<file path="src/sv/hall_sector_lap_counter_macros.svh">
// Assertion macros for the hall sector and lap counter.
// Used by the top level only; expects i_clk and i_rst_n in scope.
`ifndef HALL_SECTOR_LAP_COUNTER_MACROS_SVH
`define HALL_SECTOR_LAP_COUNTER_MACROS_SVH

// same-cycle implication, disabled during reset
`define HSL_ASSERT_NOW(label, ante, cons, msg) \
    label: assert property (@(posedge i_clk) disable iff (!i_rst_n) (ante) |-> (cons)) \
        else $error(msg);

// next-cycle implication, disabled during reset
`define HSL_ASSERT_NEXT(label, ante, cons, msg) \
    label: assert property (@(posedge i_clk) disable iff (!i_rst_n) (ante) |=> (cons)) \
        else $error(msg);

`endif

</file>
<file path="src/sv/hsl_pkg.sv">
// Package for the hall sector and lap counter: sizes, codes and the word types
// passed between the front and back parts. No dependencies.
package hsl_pkg;

    // sizing
    localparam int SENSORS       = 2;
    localparam int HISTORY_DEPTH = 8;
    localparam int SENS_W        = (SENSORS > 1) ? $clog2(SENSORS) : 1;
    localparam int SLOT_W        = $clog2(HISTORY_DEPTH);
    localparam int SUM_W         = $clog2(HISTORY_DEPTH + 16) + 1;

    // field widths
    localparam int OP_W       = 2;
    localparam int SENSOR_W   = 1;
    localparam int STAMP_W    = 32;
    localparam int BACK_W     = 4;
    localparam int SECTOR_W   = 10;
    localparam int LAP_W      = 32;
    localparam int TICKS_W    = 8;
    localparam int STATUS_W   = 2;
    localparam int CD_W       = 16;
    localparam int CFG_IDX_W  = 2;
    localparam int CFG_DATA_W = 16;

    // register reset values
    localparam logic [SECTOR_W-1:0] SPL_RESET  = 10'd12;
    localparam logic [CD_W-1:0]     WLEN_RESET = 16'd100;

    // saturation limits of the window count
    localparam logic signed [TICKS_W-1:0] TICK_MAX = 8'sd127;
    localparam logic signed [TICKS_W-1:0] TICK_MIN = -8'sd128;

    // operation codes
    typedef enum logic [OP_W-1:0] {
        OP_EDGE  = 2'd0,
        OP_TICK  = 2'd1,
        OP_QUERY = 2'd2,
        OP_CLEAR = 2'd3
    } t_op;

    // status codes
    typedef logic [STATUS_W-1:0] t_status;
    localparam t_status ST_OK           = 2'd0;
    localparam t_status ST_HIST_RANGE   = 2'd1;
    localparam t_status ST_SECTOR_RANGE = 2'd2;

    // register indexes
    localparam logic [CFG_IDX_W-1:0] CFG_COUNT_DOWN = 2'd0;
    localparam logic [CFG_IDX_W-1:0] CFG_SPL        = 2'd1;
    localparam logic [CFG_IDX_W-1:0] CFG_WLEN       = 2'd2;

    // classified command word, front to back
    typedef struct packed {
        t_op                 op;
        logic                sensor_ok;
        logic [SENS_W-1:0]   sidx;
        logic [STAMP_W-1:0]  stamp;
        logic [BACK_W-1:0]   back;
        logic                back_bad;
    } t_cmd;

    // result word
    typedef struct packed {
        logic [SECTOR_W-1:0]       sector;
        logic signed [LAP_W-1:0]   lap;
        logic signed [TICKS_W-1:0] ticks;
        logic [STAMP_W-1:0]        htime;
        t_status                   status;
    } t_res;

endpackage

</file>
<file path="src/sv/hsl_front.sv">
// Front part: accepts input words, classifies them into command words and
// holds them in a two-entry command queue. Depends on hsl_pkg.
module hsl_front (
    input  logic                          i_clk,
    input  logic                          i_rst_n,
    input  logic                          push,
    output logic                          full,
    input  logic [hsl_pkg::OP_W-1:0]      i_opcode,
    input  logic [hsl_pkg::SENSOR_W-1:0]  i_sensor,
    input  logic [hsl_pkg::STAMP_W-1:0]   i_timestamp_ms,
    input  logic [hsl_pkg::BACK_W-1:0]    i_history_back,
    output logic                          o_cmd_valid,
    input  logic                          i_cmd_pop,
    output hsl_pkg::t_cmd                 o_cmd
);

    hsl_pkg::t_cmd w_cmd;
    hsl_pkg::t_cmd r_q [2];
    logic          r_wp;
    logic          r_rp;
    logic [1:0]    r_cnt;
    logic [1:0]    n_cnt;
    logic          w_push;

    // classify the incoming word
    always_comb begin
        w_cmd.op        = hsl_pkg::t_op'(i_opcode);
        w_cmd.sensor_ok = (32'(i_sensor) < 32'(hsl_pkg::SENSORS));
        w_cmd.sidx      = hsl_pkg::SENS_W'(i_sensor);
        w_cmd.stamp     = i_timestamp_ms;
        w_cmd.back      = i_history_back;
        w_cmd.back_bad  = (32'(i_history_back) > 32'(hsl_pkg::HISTORY_DEPTH));
    end

    assign full        = (r_cnt == 2'd2);
    assign w_push      = push && !full;
    assign o_cmd_valid = (r_cnt != 2'd0);
    assign o_cmd       = r_q[r_rp];

    // occupancy
    always_comb begin
        case ({w_push, i_cmd_pop})
            2'b10:   n_cnt = r_cnt + 2'd1;
            2'b01:   n_cnt = r_cnt - 2'd1;
            default: n_cnt = r_cnt;
        endcase
    end

    // queue pointers
    always_ff @(posedge i_clk) begin
        if (!i_rst_n) begin
            r_wp  <= 1'b0;
            r_rp  <= 1'b0;
            r_cnt <= 2'd0;
        end else begin
            if (w_push) begin
                r_wp <= ~r_wp;
            end
            if (i_cmd_pop) begin
                r_rp <= ~r_rp;
            end
            r_cnt <= n_cnt;
        end
    end

    // queue storage
    always_ff @(posedge i_clk) begin
        if (w_push) begin
            r_q[r_wp] <= w_cmd;
        end
    end

endmodule

</file>
<file path="src/sv/hsl_back.sv">
// Back part: holds the registers and per-sensor state, carries out one command
// word a cycle unless its two-entry result queue is full. Depends on hsl_pkg.
module hsl_back (
    input  logic                            i_clk,
    input  logic                            i_rst_n,
    input  logic                            i_cfg_we,
    input  logic [hsl_pkg::CFG_IDX_W-1:0]   i_cfg_index,
    input  logic [hsl_pkg::CFG_DATA_W-1:0]  i_cfg_data,
    input  logic                            i_cmd_valid,
    input  hsl_pkg::t_cmd                   i_cmd,
    output logic                            o_cmd_pop,
    output logic                            empty,
    input  logic                            pop,
    output hsl_pkg::t_res                   o_res
);

    localparam int S       = hsl_pkg::SENSORS;
    localparam int D       = hsl_pkg::HISTORY_DEPTH;
    localparam int SUM_W_L = hsl_pkg::SUM_W;

    // registers
    logic                          r_count_down;
    logic [hsl_pkg::SECTOR_W-1:0]  r_spl;
    logic [hsl_pkg::CD_W-1:0]      r_wlen;

    // per-sensor state
    logic [hsl_pkg::SLOT_W-1:0]          r_ws  [S];
    logic [hsl_pkg::SECTOR_W-1:0]        r_sec [S];
    logic [hsl_pkg::LAP_W-1:0]           r_lap [S];
    logic signed [hsl_pkg::TICKS_W-1:0]  r_run [S];
    logic signed [hsl_pkg::TICKS_W-1:0]  r_lat [S];
    logic [hsl_pkg::SLOT_W-1:0]          n_ws  [S];
    logic [hsl_pkg::SECTOR_W-1:0]        n_sec [S];
    logic [hsl_pkg::LAP_W-1:0]           n_lap [S];
    logic signed [hsl_pkg::TICKS_W-1:0]  n_run [S];
    logic signed [hsl_pkg::TICKS_W-1:0]  n_lat [S];
    logic [hsl_pkg::CD_W-1:0]            r_cd;
    logic [hsl_pkg::CD_W-1:0]            n_cd;

    // edge history: data without reset, valid bits cleared on reset and clear
    logic [hsl_pkg::STAMP_W-1:0]  r_hist [S][D];
    logic [D-1:0]                 r_hvld [S];
    logic                         w_hist_we;
    logic                         w_hist_clr;

    // result queue
    hsl_pkg::t_res  r_rq [2];
    logic           r_rwp;
    logic           r_rrp;
    logic [1:0]     r_rcnt;
    logic [1:0]     n_rcnt;
    logic           w_go;
    logic           w_rpop;
    hsl_pkg::t_res  w_res;

    logic [hsl_pkg::SECTOR_W-1:0]  w_lap_n;
    logic [hsl_pkg::SENS_W-1:0]    w_s;

    assign w_lap_n   = (r_spl == '0) ? hsl_pkg::SECTOR_W'(1) : r_spl;
    assign w_s       = i_cmd.sidx;
    assign w_go      = i_cmd_valid && (r_rcnt != 2'd2);
    assign o_cmd_pop = w_go;
    assign w_rpop    = pop && !empty;
    assign empty     = (r_rcnt == 2'd0);
    assign o_res     = r_rq[r_rrp];

    // execute: next state of the per-sensor counters and window
    always_comb begin
        logic [hsl_pkg::SECTOR_W:0]    sec_p1;
        logic [hsl_pkg::SECTOR_W-1:0]  sec_m1;
        logic [hsl_pkg::CD_W-1:0]      cd_m1;
        sec_p1 = {1'b0, r_sec[w_s]} + (hsl_pkg::SECTOR_W + 1)'(1);
        sec_m1 = r_sec[w_s] - hsl_pkg::SECTOR_W'(1);
        cd_m1  = r_cd - hsl_pkg::CD_W'(1);
        for (int i = 0; i < S; i++) begin
            n_ws[i]  = r_ws[i];
            n_sec[i] = r_sec[i];
            n_lap[i] = r_lap[i];
            n_run[i] = r_run[i];
            n_lat[i] = r_lat[i];
        end
        n_cd       = r_cd;
        w_hist_we  = 1'b0;
        w_hist_clr = 1'b0;
        case (i_cmd.op)
            hsl_pkg::OP_EDGE: begin
                if (i_cmd.sensor_ok) begin
                    w_hist_we = 1'b1;
                    n_ws[w_s] = (r_ws[w_s] == hsl_pkg::SLOT_W'(D - 1)) ? '0
                              : r_ws[w_s] + hsl_pkg::SLOT_W'(1);
                    if (r_count_down) begin
                        if (r_sec[w_s] == '0) begin
                            n_sec[w_s] = w_lap_n - hsl_pkg::SECTOR_W'(1);
                            n_lap[w_s] = r_lap[w_s] - hsl_pkg::LAP_W'(1);
                        end else if (sec_m1 >= w_lap_n) begin
                            n_sec[w_s] = '0;
                            n_lap[w_s] = r_lap[w_s] + hsl_pkg::LAP_W'(1);
                        end else begin
                            n_sec[w_s] = sec_m1;
                        end
                        if (r_run[w_s] != hsl_pkg::TICK_MIN) begin
                            n_run[w_s] = r_run[w_s] - hsl_pkg::TICKS_W'(1);
                        end
                    end else begin
                        if (sec_p1 >= {1'b0, w_lap_n}) begin
                            n_sec[w_s] = '0;
                            n_lap[w_s] = r_lap[w_s] + hsl_pkg::LAP_W'(1);
                        end else begin
                            n_sec[w_s] = sec_p1[hsl_pkg::SECTOR_W-1:0];
                        end
                        if (r_run[w_s] != hsl_pkg::TICK_MAX) begin
                            n_run[w_s] = r_run[w_s] + hsl_pkg::TICKS_W'(1);
                        end
                    end
                end
            end
            hsl_pkg::OP_TICK: begin
                if (cd_m1 == '0) begin
                    for (int i = 0; i < S; i++) begin
                        n_lat[i] = r_run[i];
                        n_run[i] = '0;
                    end
                    n_cd = r_wlen;
                end else begin
                    n_cd = cd_m1;
                end
            end
            hsl_pkg::OP_CLEAR: begin
                if (i_cmd.sensor_ok) begin
                    w_hist_clr = 1'b1;
                    n_ws[w_s]  = '0;
                    n_sec[w_s] = '0;
                    n_lap[w_s] = '0;
                    n_run[w_s] = '0;
                    n_lat[w_s] = '0;
                    n_cd       = r_wlen;
                end
            end
            default: begin
            end
        endcase
    end

    // result word for the addressed sensor after the update
    always_comb begin
        logic [SUM_W_L-1:0]           slot_sum;
        logic [SUM_W_L-1:0]           slot_mod;
        logic [hsl_pkg::SLOT_W-1:0]   slot;
        logic                         sec_bad;
        slot_sum = SUM_W_L'(r_ws[w_s]) + SUM_W_L'(D) - SUM_W_L'(i_cmd.back);
        slot_mod = (slot_sum >= SUM_W_L'(D)) ? slot_sum - SUM_W_L'(D) : slot_sum;
        slot     = slot_mod[hsl_pkg::SLOT_W-1:0];
        sec_bad  = (n_sec[w_s] >= w_lap_n);
        w_res    = '0;
        if (i_cmd.sensor_ok) begin
            w_res.sector = sec_bad ? '0 : n_sec[w_s];
            w_res.lap    = $signed(n_lap[w_s]);
            w_res.ticks  = n_lat[w_s];
            if ((i_cmd.op == hsl_pkg::OP_QUERY) && !i_cmd.back_bad && r_hvld[w_s][slot]) begin
                w_res.htime = r_hist[w_s][slot];
            end
            if ((i_cmd.op == hsl_pkg::OP_QUERY) && i_cmd.back_bad) begin
                w_res.status = hsl_pkg::ST_HIST_RANGE;
            end else if (sec_bad) begin
                w_res.status = hsl_pkg::ST_SECTOR_RANGE;
            end else begin
                w_res.status = hsl_pkg::ST_OK;
            end
        end
    end

    // registers and per-sensor state
    always_ff @(posedge i_clk) begin
        if (!i_rst_n) begin
            r_count_down <= 1'b0;
            r_spl        <= hsl_pkg::SPL_RESET;
            r_wlen       <= hsl_pkg::WLEN_RESET;
            r_cd         <= hsl_pkg::WLEN_RESET;
            for (int i = 0; i < S; i++) begin
                r_ws[i]   <= '0;
                r_sec[i]  <= '0;
                r_lap[i]  <= '0;
                r_run[i]  <= '0;
                r_lat[i]  <= '0;
                r_hvld[i] <= '0;
            end
        end else begin
            if (i_cfg_we) begin
                case (i_cfg_index)
                    hsl_pkg::CFG_COUNT_DOWN: r_count_down <= i_cfg_data[0];
                    hsl_pkg::CFG_SPL:        r_spl  <= i_cfg_data[hsl_pkg::SECTOR_W-1:0];
                    hsl_pkg::CFG_WLEN:       r_wlen <= i_cfg_data[hsl_pkg::CD_W-1:0];
                    default: begin
                    end
                endcase
            end
            if (w_go) begin
                for (int i = 0; i < S; i++) begin
                    r_ws[i]  <= n_ws[i];
                    r_sec[i] <= n_sec[i];
                    r_lap[i] <= n_lap[i];
                    r_run[i] <= n_run[i];
                    r_lat[i] <= n_lat[i];
                end
                r_cd <= n_cd;
                if (w_hist_we) begin
                    r_hvld[w_s][r_ws[w_s]] <= 1'b1;
                end
                if (w_hist_clr) begin
                    r_hvld[w_s] <= '0;
                end
            end
        end
    end

    // history data
    always_ff @(posedge i_clk) begin
        if (w_go && w_hist_we) begin
            r_hist[w_s][r_ws[w_s]] <= i_cmd.stamp;
        end
    end

    // result queue occupancy
    always_comb begin
        case ({w_go, w_rpop})
            2'b10:   n_rcnt = r_rcnt + 2'd1;
            2'b01:   n_rcnt = r_rcnt - 2'd1;
            default: n_rcnt = r_rcnt;
        endcase
    end

    // result queue pointers
    always_ff @(posedge i_clk) begin
        if (!i_rst_n) begin
            r_rwp  <= 1'b0;
            r_rrp  <= 1'b0;
            r_rcnt <= 2'd0;
        end else begin
            if (w_go) begin
                r_rwp <= ~r_rwp;
            end
            if (w_rpop) begin
                r_rrp <= ~r_rrp;
            end
            r_rcnt <= n_rcnt;
        end
    end

    // result queue storage
    always_ff @(posedge i_clk) begin
        if (w_go) begin
            r_rq[r_rwp] <= w_res;
        end
    end

endmodule

</file>
<file path="src/sv/hall_sector_lap_counter.sv">
// Hall sector and lap counter for hsl_pkg::SENSORS sensors. A word pushed on
// the input side is classified and queued in the front part, then carried out
// by the back part, one word per cycle sustained while the result side pops;
// its result word passes the command queue register, then the result queue
// register. Both queues hold two words so that each side may stall on its own.
// Every word gives one result word. Registers must be written through i_cfg_we /
// i_cfg_index / i_cfg_data only while the block is idle (not enforced here).
// Depends on hsl_pkg, hsl_front, hsl_back and hall_sector_lap_counter_macros.svh.
`include "hall_sector_lap_counter_macros.svh"

module hall_sector_lap_counter (
    input  logic                                i_clk,
    input  logic                                i_rst_n,
    input  logic                                i_cfg_we,
    input  logic [hsl_pkg::CFG_IDX_W-1:0]       i_cfg_index,
    input  logic [hsl_pkg::CFG_DATA_W-1:0]      i_cfg_data,
    input  logic                                push,
    output logic                                full,
    input  logic [hsl_pkg::OP_W-1:0]            i_opcode,
    input  logic [hsl_pkg::SENSOR_W-1:0]        i_sensor,
    input  logic [hsl_pkg::STAMP_W-1:0]         i_timestamp_ms,
    input  logic [hsl_pkg::BACK_W-1:0]          i_history_back,
    output logic                                empty,
    input  logic                                pop,
    output logic [hsl_pkg::SECTOR_W-1:0]        o_sector,
    output logic signed [hsl_pkg::LAP_W-1:0]    o_lap,
    output logic signed [hsl_pkg::TICKS_W-1:0]  o_window_ticks,
    output logic [hsl_pkg::STAMP_W-1:0]         o_history_time,
    output logic [hsl_pkg::STATUS_W-1:0]        o_status
);

    logic           w_cmd_valid;
    logic           w_cmd_pop;
    hsl_pkg::t_cmd  w_cmd;
    hsl_pkg::t_res  w_res;

    // front: accept and classify
    hsl_front u_front (
        .i_clk          (i_clk),
        .i_rst_n        (i_rst_n),
        .push           (push),
        .full           (full),
        .i_opcode       (i_opcode),
        .i_sensor       (i_sensor),
        .i_timestamp_ms (i_timestamp_ms),
        .i_history_back (i_history_back),
        .o_cmd_valid    (w_cmd_valid),
        .i_cmd_pop      (w_cmd_pop),
        .o_cmd          (w_cmd)
    );

    // back: execute and queue results
    hsl_back u_back (
        .i_clk       (i_clk),
        .i_rst_n     (i_rst_n),
        .i_cfg_we    (i_cfg_we),
        .i_cfg_index (i_cfg_index),
        .i_cfg_data  (i_cfg_data),
        .i_cmd_valid (w_cmd_valid),
        .i_cmd       (w_cmd),
        .o_cmd_pop   (w_cmd_pop),
        .empty       (empty),
        .pop         (pop),
        .o_res       (w_res)
    );

    assign o_sector       = w_res.sector;
    assign o_lap          = w_res.lap;
    assign o_window_ticks = w_res.ticks;
    assign o_history_time = w_res.htime;
    assign o_status       = w_res.status;

    // checks
    `HSL_ASSERT_NEXT(a_cmd_arrives, (push && !full && !w_cmd_valid), w_cmd_valid, "pushed word lost before the back part")
    `HSL_ASSERT_NEXT(a_cmd_kept, (w_cmd_valid && !w_cmd_pop), w_cmd_valid, "queued command vanished")
    `HSL_ASSERT_NOW(a_hist_zero, (!empty && o_status == hsl_pkg::ST_HIST_RANGE), (o_history_time == '0), "history time set on a bad query")
    `HSL_ASSERT_NOW(a_sector_zero, (!empty && o_status == hsl_pkg::ST_SECTOR_RANGE), (o_sector == '0), "sector set while out of range")

endmodule

</file>
<file path="config.mk">
export PLATFORM = sky130hd
export DESIGN_NAME = hall_sector_lap_counter
export DESIGN_NICKNAME = d
export VERILOG_FILES = /design/src/sv/hsl_pkg.sv /design/src/sv/hsl_front.sv /design/src/sv/hsl_back.sv /design/src/sv/hall_sector_lap_counter.sv
export VERILOG_INCLUDE_DIRS = /design/src /design/src/sv
export SDC_FILE = /design/constraint.sdc
export NUM_CORES = 1
export LEC_CHECK = 0
export ABC_AREA = 0
export BUFFER_PORTS_ARGS = -buffer_cell sky130_fd_sc_hd__buf_2
export CORE_MARGIN = 4
export CORE_UTILIZATION = 62
export DETAILED_ROUTE_END_ITERATION = 8
export PLACE_DENSITY = 0.8
export SLEW_MARGIN = 20
export SYNTH_ARGS = -nofsm -noshare
export SYNTH_HDL_FRONTEND = slang
export SYNTH_SLANG_ARGS = --single-unit
</file>
<file path="constraint.sdc">
create_clock -name i_clk -period 7.36 [get_ports i_clk]
set_input_delay 1.472 -clock i_clk [delete_from_list [all_inputs] [get_ports i_clk]]
set_output_delay 1.472 -clock i_clk [all_outputs]
set_load 0.005 [all_outputs]
</file>
==> impl_results.md, run 1 <==
- Status: complete, no violations
- CTS tree: built
- Gr usage total: 0.342
- Top cell type's share of synthesized area: 0.601
- Ports: 148
- Die ar.: 0.0765 sq mm
- Post-synth EDFFs: 896
- Share of cells above drive strength 1: 0.225
- Slew Viols, Final: 0
- # rows: 98
- Total of warnings raised by yosys: 0
- Clk slew on worst S/H paths: 70 ps
- Post-cts resize count: 0
- Synth unique cells: 84
- Clk sinks: 949
- Max_cap viols: 0
- Sequential fraction of the synthesis area: 0.625
- Post-DP HPWL: 76700 um
- Most instantiated cells after synthesis: edfxtp_1 (896), nor2_1 (241), nand2_1 (233)
- Peak supply drop: 412 uV
- Cts bufs inserted: 93
- Vias in the first global route: 30100
- Via count: 30700
- GRT met1 Usage: 0.451
- I/O Buffers: 147
- Avg Inst Size Synth: 14.0 sq um
- PwrDens: 449 mW/mm^2
- Crit. End Element: register
- Int Power: 13.6 mW
- Setup Crit Path Kind: reg -> reg
- Most used cell, CP: o21ai_0
- Clock root buffer: clkbuf_16
- Core area: 0.0715 sq mm
- Power consumption: 22.4 mW
- GR Layer Usage met3: 0.0514
- Initial detailed-routing violation count: 4247
- Antenna violations before repair: 2
- Fin cells: 4350
- Hold Crit Class: reg -> reg
- ANT nets after route: 0
- Post-route DRC: 0
- Slowest CP cell: or4_1
- DIE WIDTH: 277 um
- Sequence of cells on the critical path: or4_1 -> nor4_1 -> o21ai_1 -> xnor2_1 -> ha_1 -> a2111oi_0 -> buf_4 -> o21ai_0 -> o21a_1 -> a211oi_2 -> nor2_1 -> o211ai_1 -> o21ai_0 -> ha_1 -> nand2b_1 -> a21o_1 -> a21o_1 -> a21oi_1 -> nor2b_1 -> o21ai_0 -> a31oi_2 -> a21oi_1
- Post-Syn Nets: 3309
- Largest area contributor in the netlist: edfxtp_1
- Clk_skew: 56.9 ps
- Largest net degree at the start of global routing: 83
- Met2 global-route usage: 0.578
- Synth Instances: 3200
- Nets: 3431
- CP max stage delay: 750 ps
- Sequential power share: 0.357
- Area growth from synthesis to layout: 11.4%
- FILL cells: 4577
- First-pass GRT wire length: 197000 um
- Slew HR: 0.217
- Data required time of the worst path: 7750 ps
- Cell Area, Synth: 0.0447 sq mm
- Clk Latency, worst-skew pair: 670 ps
- Synth area leaders: edfxtp_1 (60%), mux4_2 (8.3%), mux2_2 (3.7%), dfxtp_1 (2.4%), nor2_1 (2.0%)
- Psw: 8.76 mW
- Reg area: 0.0280 sq mm
- Htree depth: 3
- Max Fclk: 0.153 GHz
- Clock power frac: 0.217
- Period utilization: 0.886
- Routed vias/inst: 7.05
- Gp weighted congestion: 0.927
- Slew @ Worst Pin: 1160 ps
- Critical path peak fanout: 10
- Footprint of the multi-input gates: 0.0159 sq mm
- WL final: 133000 um
- Seq cells post-synth: 949
- Dominant synthesized flop cell: edfxtp_1
- Final Hold Viols: 0
- Placed cells: 4177
- GRT busiest layer: met2
- WL/cell: 30.6 um
- Hold_buf cts: 0
- Combinational power share: 0.426
- Clk buf depth: 3
- TNS Setup: 0 ps
- Initial Util: 0.626
- Leak: 16.6 nW
- Most frequent cell after synthesis: edfxtp_1
- Drt first pass iters: 9
- CP arrival: 6910 ps
- # setup viols final: 0
- Sw Ratio: 0.391
- Unrepaired setup endpoints after global routing: false
- Ys async rst share: 0
- Post-CTS Setup Repair Bufs: 0
- Grt total ovfl: 0
- Die height: 277 um
- CP Launch Type: register
- Crit path time final: 6520 ps
[flip-flops by register name, indices dropped and copies added, names as in the netlist, named ones only]
name	flops
u_back.r_spl	10
u_back.r_cd	16
u_front.r_rp	1
u_back.r_rrp	1
u_back.r_sec	20
u_back.r_run	16
u_back.r_rwp	1
u_front.r_cnt	2
u_back.r_wlen	16
u_back.r_hist	512
u_front.r_q	78
u_back.r_rq	168
u_back.r_count_down	1
u_back.r_hvld	16
u_back.r_lat	16
u_back.r_rcnt	2
u_front.r_wp	1
u_back.r_ws	6
u_back.r_lap	64
[layer usage]
metal / up-vias / wire length, um
li1: 12800 / -
met1: 15300 / 47900
met2: 2125 / 66500
met3: 399 / 12500
met4: 2 / 6180
met5: - / 7
[cells by family (layout without fill, tap and decap cells)]
group | Yosys count | count (layout) | share of synthesized area
AO/OA/AOI/OAI | 639 | 639 | 0.0962
XOR/XNOR | 91 | 91 | 0.0178
adder cells (fa/ha/maj) | 47 | 47 | 0.0133
buffers and inverters | 264 | 463 | 0.0239
flip-flops | 949 | 949 | 0.625
multiplexers | 383 | 383 | 0.136
other | 0 | 1 | 0
AND/OR/NAND/NOR | 827 | 827 | 0.0877
[final timing paths]
path,start,end,slack [ps],depth (start not counted)
worst max-delay path,u_back.r_sec[0][1],u_back.r_rq[0][76],840,22
worst max register to register,u_back.r_sec[0][1],u_back.r_rq[0][76],840,22
worst min-delay path,u_back.r_wlen[11],u_back.r_wlen[11],460,2
worst min register to register,u_back.r_wlen[11],u_back.r_wlen[11],460,2
[worst max-delay path, delay by kind of cell (launching register included)]
family / cells / cell delay, ps
AO/OA/AOI/OAI: 13 / 3350
AND/OR/NAND/NOR: 5 / 1440
buffers and inverters: 1 / 190
flip-flops: 1 / 500
XOR/XNOR: 1 / 190
adder cells (fa/ha/maj): 2 / 600
[metrics by stage]
stage	utilization	instance area [sq um]	worst slack, ps	hold WS, ps
after floorplan	-	44700	628	432
after global placement	0.653	46700	745	448
after detailed placement	0.654	46700	1010	452
after CTS	0.697	49800	979	460
after global routing	0.697	49800	513	471
final	0.697	49800	838	462
[cells in the final DEF, fill, tap and decap left out, types with 64 or more instances in the layout]
cell type  instances
a21oi_1          143
nor2_1           225
mux2i_1           69
mux2_2           147
mux4_2           165
nand3_1           64
buf_4             92
o21ai_0          132
nand2_1          231
clkbuf_16         95
nor3_1            68
edfxtp_1         896
buf_2            147
[power by group through the flow]
stage | clock, mW | combinational [mW] | sequential, mW
after detailed placement | 0 | 9.25 | 8.04
after floorplan | 0 | 6.37 | 7.69
final | 4.85 | 9.54 | 7.98
after global placement | 0 | 9.01 | 7.96
after CTS | 4.88 | 9.44 | 7.95
after global routing | 5.14 | 10.1 | 8.05
[cell type report]
| type | count | share of cell area |
|---|---|---|
| diodes | 1 | 0.0000502 |
| clock buffers | 108 | 0.0493 |
| clock inverters | 64 | 0.0127 |
| inverters | 48 | 0.00361 |
| multi-input cells | 1987 | 0.319 |
| flip-flops and latches | 949 | 0.561 |
| well taps | 950 | 0.0238 |
| repair buffers | 243 | 0.0302 |
Note: power is estimated with default switching activity, not from simulation.
==> run 2, diff against run 1 <==
Settings changed: BUFFER_PORTS_ARGS -buffer_cell sky130_fd_sc_hd__buf_2 to -buffer_cell sky130_fd_sc_hd__buf_4.
==> impl_results.md, run 2 (synthesis gave the netlist of run 1 again) <==
- First-pass GRT wire length: 196000 um (-0.73%)
- Slew Viols, Final: 0 (unchanged)
- Via count: 30500 (-0.42%)
- Routed wl met2: 64600 um (-2.7%)
- CTS tree: built
- Largest net degree at the start of global routing: 71 (-14%)
- Clk_skew: 54.6 ps (-2.32 ps)
- Status: complete, no violations
- Metal3 WL: 11700 um (-6.5%)
- Initial detailed-routing violation count: 4156 (-2.1%)
- Cts bufs inserted: 94 (+1.1%)
- Initial Util: 0.626 (unchanged)
- WL final: 131000 um (-1.4%)
- PwrDens: 447 mW/mm^2 (-0.44%)
- Hold Crit Class: reg -> reg
- Slew @ Worst Pin: 1220 ps (+60.6 ps)
- Post-CTS Setup Repair Bufs: 0 (unchanged)
- Max Fclk: 0.145 GHz (-5.6%)
- Area growth from synthesis to layout: 12.0%
- CP Launch Type: register
- Ports: 148 (unchanged)
- CP arrival: 7310 ps (+400 ps)
- Vias in the first global route: 30300 (+0.43%)
- Share of cells above drive strength 1: 0.219 (-0.00582)
- Crit. End Element: register
- Fin area: 0.0501 sq mm (+0.49%)
- Core area: 0.0715 sq mm (unchanged)
- Die ar.: 0.0765 sq mm (unchanged)
- Nets: 3428 (-0.087%)
- Top Layer Used: met5
- Clk slew on worst S/H paths: 60 ps (about the same)
- Clk Latency, worst-skew pair: 670 ps (about the same)
- Hold_buf cts: 0 (unchanged)
- Area after DPL: 0.0471 sq mm (+0.64%)
- Data required time of the worst path: 7760 ps (about the same)
- Die height: 277 um (unchanged)
- Htree depth: 3 (unchanged)
- Post-route DRC: 0 (unchanged)
- Hold slack: 460 ps (-2.07 ps)
- Period utilization: 0.938 (+0.0521)
- Routed vias/inst: 7.02 (-0.38%)
- # setup viols final: 0 (unchanged)
- Post-cts resize count: 0 (unchanged)
- Gp weighted congestion: 0.937 (+1.1%)
- Most frequent cells in the layout: edfxtp_1 (896), buf_4 (238), nand2_1 (231)
- Final Hold Viols: 0 (unchanged)
- Critical path peak fanout: 10 (unchanged)
- DRT met1 WL: 48600 um (+1.4%)
- Peak supply drop: 445 uV (+8.0%)
- Antenna violations before repair: 1 (-1)
- Antenna cells: 0 (-1)
- Slew HR: 0.186 (-0.0312)
- TNS Setup: 0 ps (unchanged)
- Drt first pass iters: 9 (unchanged)
- Leak: 16.7 nW (+0.13%)
- I/O Buffers: 147 (unchanged)
- Largest register FFs: 512 (unchanged)
- ANT nets after route: 0 (unchanged)
- Clock root buffer: clkbuf_16
- Setup Crit Path Kind: reg -> reg
- DIE WIDTH: 277 um (unchanged)
- Layout Utilization: 0.701 (+0.00345)
- Grt total ovfl: 0 (unchanged)
- Clk buf depth: 3 (unchanged)
- Post-DP HPWL: 76700 um (about the same)
- WL/cell: 30.2 um (-1.4%)
- # rows: 98 (unchanged)
- Max_cap viols: 0 (unchanged)
- Clk sinks: 949 (unchanged)
- FILL cells: 4508 (-1.5%)
- Gr usage total: 0.338 (-0.00393)
- Crit path time final: 6910 ps (+384 ps)
- Commonest non-fill, non-tap cell in the layout: edfxtp_1
==> run 2: cell count changes in the layout (fill, tap and decap cells not counted), moves of 3 or more <==
cell	delta
clkinv_1	+6
buf_4	+146
buf_2	-147
clkinv_2	-13
clkbuf_8	-3
clkbuf_1	+15
==> run 2: layer usage <==
metal	up-vias	track usage
li1	12800	-
met1	15200	0.450
met2	2118	0.564
met3	407	0.0513
met4	2	0.141
met5	-	0
==> run 2: worst max-delay path, cell delays in order, from the launching register on <==
cell and delay [ps]:
edfxtp_1 500, or4_1 640, nor4b_1 550, o21ai_1 330, xnor2_1 210, ha_1 260, a2111oi_1 480, o21ai_0 240
o21a_1 210, a211oi_2 510, nor2_1 110, buf_4 170, o211ai_1 140, o21ai_0 250, ha_1 370, nand2b_1 130
a21o_1 170, a21o_1 180, a21oi_1 160, nor2b_1 60, o21ai_0 210, a31oi_1 380, a311oi_1 440
==> run 2: report_power, final <==
part | switching (mW) | internal [mW]
combinational | 5.86 | 3.77
clock | 2.11 | 2.65
sequential | 0.695 | 7.29
==> run 2: path summary, 6_finish.rpt <==
check                           depth (start not counted)  slack [ps]                from                  to
worst max-delay path                                   22         450  u_back.r_sec[1][1]  u_back.r_rq[0][80]
worst min-delay path                                    2         460    u_back.r_wlen[0]    u_back.r_wlen[0]
worst max register to register                         22         450  u_back.r_sec[1][1]  u_back.r_rq[0][80]
worst min register to register                          2         460    u_back.r_wlen[0]    u_back.r_wlen[0]
==> run 2: final cells by class <==
cell class,count,area [sq um],area share
timing repair buffer,239,1800,0.0359
inverter,48,180,0.00360
clock buffer,118,2460,0.0492
multi-input combinational,1987,15900,0.318
tap,950,1190,0.0237
sequential,949,28000,0.558
clock inverter,57,568,0.0113
==> run 2: through the flow <==
stage	std cells	setup WS [ps]	power, mW
floorplan	3200	628	14.1
global placement	4173	558	17.1
detailed placement	4173	540	17.4
CTS	4348	511	22.3
global route	4348	-7.49	23.3
finish	4348	455	22.4
